--- config.mk ---
export PLATFORM = sky130hd
export DESIGN_NAME = base58_decoder
export DESIGN_NICKNAME = d
export VERILOG_FILES = /design/src/hw/rtl/b58d_pkg.sv /design/src/hw/rtl/base58_decoder.sv /design/src/hw/rtl/b58d_mac_buffer.sv /design/src/hw/rtl/b58d_ctrl.sv
export SDC_FILE = /design/constraint.sdc
export NUM_CORES = 1
export LEC_CHECK = 0
export ABC_AREA = 1
export BUFFER_PORTS_ARGS = -buffer_cell sky130_fd_sc_hd__buf_4
export CAP_MARGIN = 20
export CORE_MARGIN = 3
export CORE_UTILIZATION = 60
export DETAILED_ROUTE_END_ITERATION = 10
export PLACE_DENSITY_LB_ADDON = 0.25
export SYNTH_ARGS = -nofsm -noshare
export SYNTH_HDL_FRONTEND = slang
export SYNTH_HIERARCHICAL = 1
export SYNTH_SLANG_ARGS = --single-unit
--- constraint.sdc ---
create_clock -name clk_i -period 5 [get_ports clk_i]
set_input_delay 0.25 -clock clk_i [delete_from_list [all_inputs] [get_ports clk_i]]
set_output_delay 0.25 -clock clk_i [all_outputs]
set_load 0.02 [all_outputs]
--- src/hw/rtl/b58d_pkg.sv ---
`default_nettype none
package b58d_pkg;

  localparam int unsigned BufBytesDef = 40;
  localparam int unsigned MaxCharsDef = 54;
  localparam int unsigned ResultLimit = 64;
  localparam int unsigned Radix       = 58;
  localparam int unsigned CntW        = 7;
  localparam int unsigned CarryW      = 6;

  typedef enum logic [1:0] {
    StatusOk       = 2'd0,
    StatusBadChar  = 2'd1,
    StatusOverflow = 2'd2
  } status_e;

  typedef enum logic [1:0] {
    OpHold,
    OpMac,
    OpShiftOut,
    OpClear
  } buf_op_e;

  typedef struct packed {
    buf_op_e               op;
    logic                  first;
    logic [CarryW-1:0]     digit;
  } buf_cmd_t;

  typedef struct packed {
    logic              valid;
    logic [CarryW-1:0] digit;
  } digit_t;

  function automatic digit_t digit_of(logic [7:0] ch);
    digit_t     d;
    logic [7:0] v;
    d.valid = 1'b1;
    v       = '0;
    priority if (ch >= "1" && ch <= "9") begin
      v = ch - "1";
    end else if (ch >= "A" && ch <= "H") begin
      v = ch - "A" + 8'd9;
    end else if (ch >= "J" && ch <= "N") begin
      v = ch - "J" + 8'd17;
    end else if (ch >= "P" && ch <= "Z") begin
      v = ch - "P" + 8'd22;
    end else if (ch >= "a" && ch <= "k") begin
      v = ch - "a" + 8'd33;
    end else if (ch >= "m" && ch <= "z") begin
      v = ch - "m" + 8'd44;
    end else begin
      d.valid = 1'b0;
    end
    d.digit = v[CarryW-1:0];
    return d;
  endfunction

endpackage
`default_nettype wire

--- src/hw/rtl/base58_decoder.sv ---
// Base58 decoder, standard Bitcoin alphabet, one character per transfer.
// Input: drive symbol_i and last_symbol_i with start; the character is taken
// on a rising edge with start high and busy low. A valid character that is
// not under a held error and within MAX_CHARS keeps busy high through its
// multiply pass and a check state: the buffer is a byte shift register and
// one 8x6 multiply-by-58 step runs per cycle, over every byte in turn.
// Invalid characters, and characters after an error, get no multiply pass.
// Output: each result is shown for one cycle with strobe_o high; there is
// no backpressure. After the last character's multiply pass and the check
// state, the leading zero bytes come one per cycle, then shifts without a
// strobe drop the high zero bytes, then the n significant bytes come one
// per cycle, most significant first.
// final_byte_o marks the last transfer. An error is held until the last
// character, then gives a single transfer with data 0, final 1 and status
// set, in the cycle right after it is taken (or after its check state).
// Reset clears the buffer and all counters at once; the block is ready in
// the first cycle after reset is released.
`default_nettype none
module base58_decoder #(
  parameter int unsigned BUF_BYTES = b58d_pkg::BufBytesDef,
  parameter int unsigned MAX_CHARS = b58d_pkg::MaxCharsDef
) (
  input  logic       clk_i,
  input  logic       rst_ni,
  input  logic       start,
  output logic       busy,
  input  logic [7:0] symbol_i,
  input  logic       last_symbol_i,
  output logic       strobe_o,
  output logic [7:0] data_byte_o,
  output logic       final_byte_o,
  output logic [1:0] status_o
);
  import b58d_pkg::*;

  localparam int unsigned SigW = $clog2(BUF_BYTES + 1);

  buf_cmd_t          cmd;
  logic [7:0]        head;
  logic [CarryW-1:0] carry;
  logic [SigW-1:0]   sig_len;

  b58d_ctrl #(
    .BUF_BYTES(BUF_BYTES),
    .MAX_CHARS(MAX_CHARS)
  ) u_ctrl (
    .clk_i        (clk_i),
    .rst_ni       (rst_ni),
    .start        (start),
    .busy         (busy),
    .symbol_i     (symbol_i),
    .last_symbol_i(last_symbol_i),
    .cmd_o        (cmd),
    .head_i       (head),
    .carry_i      (carry),
    .sig_len_i    (sig_len),
    .strobe_o     (strobe_o),
    .data_byte_o  (data_byte_o),
    .final_byte_o (final_byte_o),
    .status_o     (status_o)
  );

  b58d_mac_buffer #(
    .BUF_BYTES(BUF_BYTES)
  ) u_buffer (
    .clk_i    (clk_i),
    .rst_ni   (rst_ni),
    .cmd_i    (cmd),
    .head_o   (head),
    .carry_o  (carry),
    .sig_len_o(sig_len)
  );

endmodule
`default_nettype wire

--- src/hw/rtl/b58d_mac_buffer.sv ---
`default_nettype none
module b58d_mac_buffer #(
  parameter  int unsigned BUF_BYTES = b58d_pkg::BufBytesDef,
  localparam int unsigned SigW      = $clog2(BUF_BYTES + 1)
) (
  input  logic                          clk_i,
  input  logic                          rst_ni,
  input  b58d_pkg::buf_cmd_t            cmd_i,
  output logic [7:0]                    head_o,
  output logic [b58d_pkg::CarryW-1:0]   carry_o,
  output logic [SigW-1:0]               sig_len_o
);
  import b58d_pkg::*;

  localparam int unsigned AccW = 8 + CarryW;

  logic [7:0]        val_q [BUF_BYTES];
  logic [7:0]        val_d [BUF_BYTES];
  logic [CarryW-1:0] carry_q, carry_d, carry_in;
  logic [AccW-1:0]   acc;
  logic [SigW-1:0]   pos_q, pos_d, sig_q, sig_d;

  assign carry_in = cmd_i.first ? cmd_i.digit : carry_q;
  assign acc      = AccW'(val_q[BUF_BYTES-1]) * AccW'(Radix) + AccW'(carry_in);

  always_comb begin
    val_d   = val_q;
    carry_d = carry_q;
    pos_d   = pos_q;
    sig_d   = sig_q;
    unique case (cmd_i.op)
      OpHold: begin
      end
      OpMac: begin
        val_d[0] = acc[7:0];
        for (int i = 1; i < BUF_BYTES; i++) begin
          val_d[i] = val_q[i-1];
        end
        carry_d = acc[AccW-1:8];
        pos_d   = cmd_i.first ? SigW'(1) : pos_q + SigW'(1);
        if (acc[7:0] != 8'd0) begin
          sig_d = pos_d;
        end else if (cmd_i.first) begin
          sig_d = '0;
        end
      end
      OpShiftOut: begin
        for (int i = 0; i < BUF_BYTES - 1; i++) begin
          val_d[i] = val_q[i+1];
        end
        val_d[BUF_BYTES-1] = '0;
      end
      OpClear: begin
        for (int i = 0; i < BUF_BYTES; i++) begin
          val_d[i] = '0;
        end
        carry_d = '0;
        pos_d   = '0;
        sig_d   = '0;
      end
    endcase
  end

  always_ff @(posedge clk_i or negedge rst_ni) begin
    if (!rst_ni) begin
      val_q   <= '{default: '0};
      carry_q <= '0;
      pos_q   <= '0;
      sig_q   <= '0;
    end else begin
      val_q   <= val_d;
      carry_q <= carry_d;
      pos_q   <= pos_d;
      sig_q   <= sig_d;
    end
  end

  assign head_o    = val_q[0];
  assign carry_o   = carry_q;
  assign sig_len_o = sig_q;

  a_carry_range: assert property (@(posedge clk_i) disable iff (!rst_ni)
    $past(cmd_i.op) == OpMac |-> carry_q < CarryW'(Radix))
    else $error("carry out of range after multiply step");

  a_clear: assert property (@(posedge clk_i) disable iff (!rst_ni)
    cmd_i.op == OpClear |=> sig_q == '0 && val_q[0] == '0 && val_q[BUF_BYTES-1] == '0)
    else $error("buffer not cleared");

endmodule
`default_nettype wire

--- src/hw/rtl/b58d_ctrl.sv ---
`default_nettype none
module b58d_ctrl #(
  parameter  int unsigned BUF_BYTES = b58d_pkg::BufBytesDef,
  parameter  int unsigned MAX_CHARS = b58d_pkg::MaxCharsDef,
  localparam int unsigned SigW      = $clog2(BUF_BYTES + 1)
) (
  input  logic                          clk_i,
  input  logic                          rst_ni,
  input  logic                          start,
  output logic                          busy,
  input  logic [7:0]                    symbol_i,
  input  logic                          last_symbol_i,
  output b58d_pkg::buf_cmd_t            cmd_o,
  input  logic [7:0]                    head_i,
  input  logic [b58d_pkg::CarryW-1:0]   carry_i,
  input  logic [SigW-1:0]               sig_len_i,
  output logic                          strobe_o,
  output logic [7:0]                    data_byte_o,
  output logic                          final_byte_o,
  output logic [1:0]                    status_o
);
  import b58d_pkg::*;

  typedef enum logic [6:0] {
    SIdle  = 7'b0000001,
    SMac   = 7'b0000010,
    SCheck = 7'b0000100,
    SLead  = 7'b0001000,
    SSkip  = 7'b0010000,
    SOut   = 7'b0100000,
    SErr   = 7'b1000000
  } state_e;

  state_e            state_q, state_d;
  logic [CarryW-1:0] digit_q, digit_d;
  logic              last_q, last_d;
  logic [CntW-1:0]   sym_cnt_q, sym_cnt_d;
  logic [CntW-1:0]   lead_q, lead_d;
  logic              in_run_q, in_run_d;
  status_e           err_q, err_d;
  logic [SigW-1:0]   cnt_q, cnt_d;
  digit_t            dig;
  logic [CntW:0]     total;
  logic              done;
  status_e           status;

  assign dig   = digit_of(symbol_i);
  assign total = (CntW+1)'(lead_q) + (CntW+1)'(sig_len_i);

  always_comb begin
    state_d      = state_q;
    digit_d      = digit_q;
    last_d       = last_q;
    sym_cnt_d    = sym_cnt_q;
    lead_d       = lead_q;
    in_run_d     = in_run_q;
    err_d        = err_q;
    cnt_d        = cnt_q;
    cmd_o        = '{op: OpHold, first: 1'b0, digit: digit_q};
    strobe_o     = 1'b0;
    data_byte_o  = '0;
    final_byte_o = 1'b0;
    status       = StatusOk;
    done         = 1'b0;
    unique case (state_q)
      SIdle: begin
        if (start) begin
          last_d = last_symbol_i;
          priority if (err_q != StatusOk) begin
          end else if (!dig.valid) begin
            err_d = StatusBadChar;
          end else if (sym_cnt_q >= CntW'(MAX_CHARS)) begin
            err_d = StatusOverflow;
          end else begin
            sym_cnt_d = sym_cnt_q + CntW'(1);
            if (in_run_q && symbol_i == "1") begin
              lead_d = lead_q + CntW'(1);
            end else begin
              in_run_d = 1'b0;
            end
            digit_d = dig.digit;
            cnt_d   = '0;
            state_d = SMac;
          end
          if (state_d == SIdle && last_symbol_i) begin
            state_d = SErr;
          end
        end
      end
      SMac: begin
        cmd_o.op    = OpMac;
        cmd_o.first = (cnt_q == '0);
        cnt_d       = cnt_q + SigW'(1);
        if (cnt_q == SigW'(BUF_BYTES - 1)) begin
          state_d = SCheck;
        end
      end
      SCheck: begin
        cnt_d = '0;
        priority if (carry_i != '0) begin
          err_d   = StatusOverflow;
          state_d = last_q ? SErr : SIdle;
        end else if (!last_q) begin
          state_d = SIdle;
        end else if (total > (CntW+1)'(ResultLimit)) begin
          err_d   = StatusOverflow;
          state_d = SErr;
        end else if (lead_q != '0) begin
          state_d = SLead;
        end else if (sig_len_i != '0) begin
          state_d = SSkip;
        end else begin
          done = 1'b1;
        end
      end
      SLead: begin
        strobe_o = 1'b1;
        lead_d   = lead_q - CntW'(1);
        if (lead_q == CntW'(1)) begin
          if (sig_len_i == '0) begin
            final_byte_o = 1'b1;
            done         = 1'b1;
          end else begin
            state_d = SSkip;
          end
        end
      end
      SSkip: begin
        if ((SigW+1)'(cnt_q) + (SigW+1)'(sig_len_i) == (SigW+1)'(BUF_BYTES)) begin
          cnt_d   = '0;
          state_d = SOut;
        end else begin
          cmd_o.op = OpShiftOut;
          cnt_d    = cnt_q + SigW'(1);
        end
      end
      SOut: begin
        strobe_o    = 1'b1;
        data_byte_o = head_i;
        cmd_o.op    = OpShiftOut;
        cnt_d       = cnt_q + SigW'(1);
        if (cnt_q + SigW'(1) == sig_len_i) begin
          final_byte_o = 1'b1;
          done         = 1'b1;
        end
      end
      SErr: begin
        strobe_o     = 1'b1;
        final_byte_o = 1'b1;
        status       = err_q;
        done         = 1'b1;
      end
      default: begin
        state_d = SIdle;
      end
    endcase
    if (done) begin
      state_d   = SIdle;
      sym_cnt_d = '0;
      lead_d    = '0;
      in_run_d  = 1'b1;
      err_d     = StatusOk;
      cnt_d     = '0;
      cmd_o.op  = OpClear;
    end
  end

  assign status_o = status;
  assign busy     = (state_q != SIdle);

  always_ff @(posedge clk_i or negedge rst_ni) begin
    if (!rst_ni) begin
      state_q   <= SIdle;
      last_q    <= 1'b0;
      sym_cnt_q <= '0;
      lead_q    <= '0;
      in_run_q  <= 1'b1;
      err_q     <= StatusOk;
      cnt_q     <= '0;
    end else begin
      state_q   <= state_d;
      last_q    <= last_d;
      sym_cnt_q <= sym_cnt_d;
      lead_q    <= lead_d;
      in_run_q  <= in_run_d;
      err_q     <= err_d;
      cnt_q     <= cnt_d;
    end
  end

  always_ff @(posedge clk_i) begin
    digit_q <= digit_d;
  end

  a_end_of_string: assert property (@(posedge clk_i) disable iff (!rst_ni)
    strobe_o && final_byte_o |=> state_q == SIdle && err_q == StatusOk
                                 && sym_cnt_q == '0 && lead_q == '0 && in_run_q)
    else $error("state not restored after final transfer");

  a_first_byte: assert property (@(posedge clk_i) disable iff (!rst_ni)
    state_q == SOut && $past(state_q) == SSkip |-> head_i != 8'd0)
    else $error("first buffer byte sent is zero");

  a_error_single: assert property (@(posedge clk_i) disable iff (!rst_ni)
    strobe_o && status_o != StatusOk |-> final_byte_o && data_byte_o == 8'd0
                                         && $past(state_q) != SLead)
    else $error("error transfer malformed");

endmodule
`default_nettype wire
Yosys cells after proc, flatten, opt, wreduce, memory -nomap -nowiden
Index checks and enable logic that the tools add are counted.
{"block": "totals", "register_bits": 375, "latchBits": 0, "ramBits": 0, "rom_bits": 0, "inputBits": 12, "out_inout_bits": 13, "n_memories": 0}
{"block": "classes", "n_addsub": 19, "mul": 1, "div": 0, "n_lt_le_gt_ge": 14, "eq_ne": 35, "shift": 0, "muxes": 92, "n_bitwise": 2, "reduce_logical": 35}
{"op": "$pmux W320 S3", "n": 1}
{"op": "$mux W7", "n": 30}
{"op": "$mux W6", "n": 16}
{"op": "$pmux W7 S6", "n": 1}
{"op": "$ge A8 B7 Y1 const B", "n": 5}
{"op": "$le A8 B7 Y1 const B", "n": 5}
{"op": "$pmux W6 S2", "n": 3}
{"op": "$pmux W6 S4", "n": 1}
{"op": "$mux W1", "n": 23}
{"op": "$mux W2", "n": 11}
{"op": "$eq A7 B1 Y1 const B", "n": 3}
{"op": "$ne A3 B1 Y1 const B", "n": 6}
{"op": "$reduce_and A6 Y1", "n": 3}
{"op": "$sub A6 B6 Y6 const B", "n": 3}
{"op": "$reduce_and A5 Y1", "n": 3}
{"op": "$add A14 B6 Y14", "n": 1}
{"op": "$add A7 B1 Y7 const B", "n": 2}
{"op": "$eq A7 B6 Y1 const B", "n": 2}
{"op": "$pmux W7 S2", "n": 1}
{"op": "$mul A8 B5 Y13 const B", "n": 1}
{"op": "$add A6 B1 Y6 const B", "n": 2}
{"op": "$add A6 B5 Y6 const B", "n": 2}
{"op": "$add A6 B6 Y6 const B", "n": 2}
{"op": "$logic_not A6 Y1", "n": 2}
{"op": "other kinds (44)", "n": 69}

Logic depth before layout (Yosys ltp)
{"block": "logic_depth", "word_depth": 18, "mapped_depth": 26, "mapped_depth_nobuf": 24}

By module
The synthesis kept the hierarchy.
{"mod": "b58d_mac_buffer", "instances": 1, "cells_each": 1730, "area_each_um2": 16118.0, "seq_area_each_um2": 8458.1}
{"mod": "b58d_ctrl", "instances": 1, "cells_each": 619, "area_each_um2": 4022.6, "seq_area_each_um2": 958.4}

Least setup slack after synthesis
Ideal clock, no wire load.
{"block": "synth_timing", "kind": "register to register", "startpoint": "register u_ctrl.state_q[6]", "endpoint": "register u_buffer.sig_q[1] (netlist: u_buffer/sig_len_o[1])", "setup_time_ns": 0.118, "arrival_ns": 3.357, "required_time_ns": 4.882, "setup_slack_ns": 1.525, "stages_incl_launch_ff": 27, "path_buffers": 2, "period_less_slack_ns": 3.475, "cell_sequence": "dfrtp_1 inv_1 nand3_1 inv_1 nand2_1 nor3_1 inv_1 nor4b_1 buf_2 nand2_1 o21ai_0 ha_1 inv_1 fa_1 inv_1 nand3_1 nand2_1 nand2_1 nand2_1 nand2_1 nand2_1 nand2_2 nand3_2 nand2_4 buf_12 nand2_2 o21ai_2"}
{"item": "start: declaration", "line": "b58d_ctrl.sv:34", "text": "state_e state_q, state_d;"}
{"item": "start signal: assignment", "line": "b58d_ctrl.sv:173", "text": "state_q <= SIdle;"}
{"item": "start signal: assignment", "line": "b58d_ctrl.sv:181", "text": "state_q <= state_d;"}
{"item": "end signal: assignment", "line": "b58d_mac_buffer.sv:74", "text": "sig_q <= sig_d;"}
{"item": "end: declaration", "line": "b58d_mac_buffer.sv:21", "text": "logic [SigW-1:0] pos_q, pos_d, sig_q, sig_d;"}

==> results.yml <==
status:
  status: "finished, final reports clean"
placed_design:
  pre_cts_ws_ns: 0.870
  dpl.hpwl_mm: 27.6
  port_buffers: 24
  dpl.cell_count: 2712
  routabilityCongestion: 0.893
synthesis:
  avgSynthCellArea_sq_um: 8.57
  yosys.area.top_type: "dfrtp_1"
  synth_edf_count: 6
  yosysTopAreaCellShare_pct: 45.6
  yosysMostFrequentCell: "nand2_1"
  ys_types: 53
  netlist_top_cells_area: "dfrtp_1, o221ai_1, nand2_1"
  synth_seq_cells: 375
  ys.flop_type: "dfrtp_1"
  async_flop_share_pct: 98.4
  ys_seq_area_share_pct: 46.8
  ys_warn_count: 6
  syn_nets: 2438
  syn_inst: 2349
  synth_common_cells: "nand2_1, inv_1, dfrtp_1"
  syn_area_sq_um: 20100
critical_path:
  crit_path_end_kind: "register"
  cpMaxStageDelayCell: "fa_1"
  required_ns: 5.40
  path_cells: "ha_1 -> inv_1 -> fa_1 -> nand2_1 -> nor2_1 -> nand3_1 -> nor2_1 -> nand2_1 -> nand2_1 -> nand4_2 -> nand2_4 -> inv_2 -> nand2_1 -> nor2_2 -> inv_8 -> buf_4 -> o221ai_1"
  critical_path.max_stage_delay_ns: 0.48
  cpMostUsedCell: "nand2_1"
  crit_fanout: 106
  critPathKind: "register to register"
  cp.arrival_ns: 4.57
  startpoint_type: "register"
floorplanning:
  core.rowCount: 66
  dieArea_sq_um: 35800
  die_h_um: 189
  die_w_um: 189
  ios: 25
  start_util_pct: 61.4
  core_area_sq_um: 32800
detailed_routing:
  drc: 0
  via_per_inst: 5.72
  wirelength_mm: 42.4
  drt_iter0_markers: 1223
  wl_per_cell_um: 15.2
  drt_first_pass_iters: 6
  antenna_left: 0
  vias: 15900
clock_tree:
  numCtsBuffers: 40
  root_buffer: "clkbuf_16"
  cts.sinks: 375
  h-tree-depth: 2
  cts_buffer_depth: 3
  cts_tree: "yes"
  post_cts_resized: 0
  clk_pin_slew_ns: 0.06
  clk_latency_ns: 0.54
global_routing:
  first_global_vias: 15700
  antenna_found_initial: 0
  grt-ovfl-total: 0
  grt_max_degree: 164
  grt_pass1_wl_mm: 74.1
  grtUsageTotal_pct: 24.1
power:
  power.leakage_nw: 10.1
  ir_drop_uv: 267
  powerDensity_nw_per_um2: 370
sta:
  grt_setup_unrepaired: "no"
  timing.final.max_slew_violations: 0
  min_period_over_period_pct: 83.4
  period_minus_slack_ns: 4.17
  maxSlewHeadroom_pct: 41.7
  finalSetupTns_ns: 0
  tightest_slew_ns: 0.874
  fmaxAchievable_ghz: 0.240
  hold_violations: 0
  finalSetupViolCount: 0
  fin_worst_skew_ns: 0.0222
  layout_setup_ws_ns: 0.829
job:
  max_cap_viol_count: 0
cells_and_area:
  syn2layout_area_growth_pct: 8.58
  drive_above_1_share_pct: 7.85
  antenna_cells: 0
  layout.cells.non_filler: 2785
  fin_nets: 2403
min_path:
  min_path_type: "primary input to register"
-- layout make-up --
| class | count | area, sq um |
|---|---|---|
| Clock inverter | 15 | 161 |
| Sequential cell | 375 | 9420 |
| Tap cell | 442 | 553 |
| Multi-Input combinational cell | 1378 | 8340 |
| Timing Repair Buffer | 47 | 503 |
| Fill cell | 2660 | 10900 |
| Clock buffer | 56 | 1110 |
| Inverter | 472 | 1790 |
-- placed cells by master, fill, tap and decap left out, types with 7 or more instances in the layout --
master / instances
nand2_2: 17
inv_2: 13
nand4_1: 23
nand2_1: 571
o211ai_1: 12
a21oi_1: 30
nor3_1: 8
o22ai_1: 10
o21ai_0: 23
o21ai_1: 10
nand3b_1: 7
dfrtp_1: 367
o221ai_1: 308
xor2_1: 17
clkbuf_16: 40
clkinv_2: 9
inv_1: 456
buf_4: 33
fa_1: 14
ha_1: 63
nand3_1: 101
clkbuf_1: 11
buf_12: 11
nor2_2: 13
nor2_1: 93
-- critical path: cells and delay by family, from the launching register on --
kind | cells | cell delay, ns
AOI/OAI and AO/OA | 1 | 0.16
adders and majority gates | 2 | 0.70
buffers and inverters | 4 | 1.13
DFF | 1 | 0.43
and+or+nand+nor | 10 | 1.58
-- where the power goes --
part	internal [mW]	leakage, nW	switching (mW)
registers	3.15	5.18	0.113
logic	0.486	4.30	1.50
clock network	1.67	0.630	1.19
-- metrics by stage --
step                instance area (sq um)  util [%]  hold slack [ns]  power, mW
finish                              21900      66.7            0.111       8.10
global route                        21900      66.7            0.132       8.53
CTS                                 21900      66.7           0.0785       8.15
detailed placement                  20600      62.8            0.337       5.26
global placement                    20600      62.8            0.334       5.24
floorplan                           20100         -          -0.0456       4.77
-- registers in the layout (all words and copies together) (netlist names), 6 cells and up --
signal / cells
u_ctrl/cnt_q: 6
u_ctrl/lead_q: 7
u_buffer/sig_len_o: 6
u_buffer/pos_q: 6
u_ctrl/digit_q: 6
u_ctrl/sym_cnt_q: 7
u_ctrl/state_q: 7
u_buffer/val_q: 312
u_buffer/head_o: 8
u_buffer/carry_o: 6
-- routing by layer --
layer	routed length (um)	track usage (%)	up-vias	part of all wire, %
met5	0	0	-	0
met4	755	5.72	0	1.8
met3	1640	2.98	56	3.9
met2	20400	40.3	296	48
met1	19600	34.0	7781	46
li1	-	-	7795	-
-- cells by family (layout without fill, tap and decap cells) --
group | after synthesis | in the layout | synth area share, %
buffers and inverters | 596 | 590 | 11.9
flip-flops | 375 | 375 | 46.8
XOR/XNOR | 23 | 23 | 1.00
AO/OA/AOI/OAI | 414 | 414 | 16.6
AND/OR/NAND/NOR | 864 | 864 | 18.5
adder cells (fa/ha/maj) | 77 | 77 | 5.31
-- repair_timing --
action                                 in CTS  in global routing
setup endpoints to repair                   0                  0
endpoints found under the hold margin      97                  0
hold buffers                                2                  0
setup buffers                               0                  0
-- final timing paths --
path	endpoint	cells past startpoint	slack, ns	from
max	u_buffer/val_q[84]	17	0.83	u_ctrl/lead_q[0]
min	u_ctrl/in_run_q	4	0.11	symbol_i[6]
max reg2reg	u_buffer/val_q[84]	17	0.83	u_ctrl/lead_q[0]
min reg2reg	u_buffer/val_q[237]	2	0.48	u_buffer/val_q[229]
max in group asynchronous	u_buffer/val_q[308]	3	3.24	rst_ni
min in group asynchronous	u_ctrl/err_q[0]	2	0.32	rst_ni
Power figures use the tool's default switching activity.
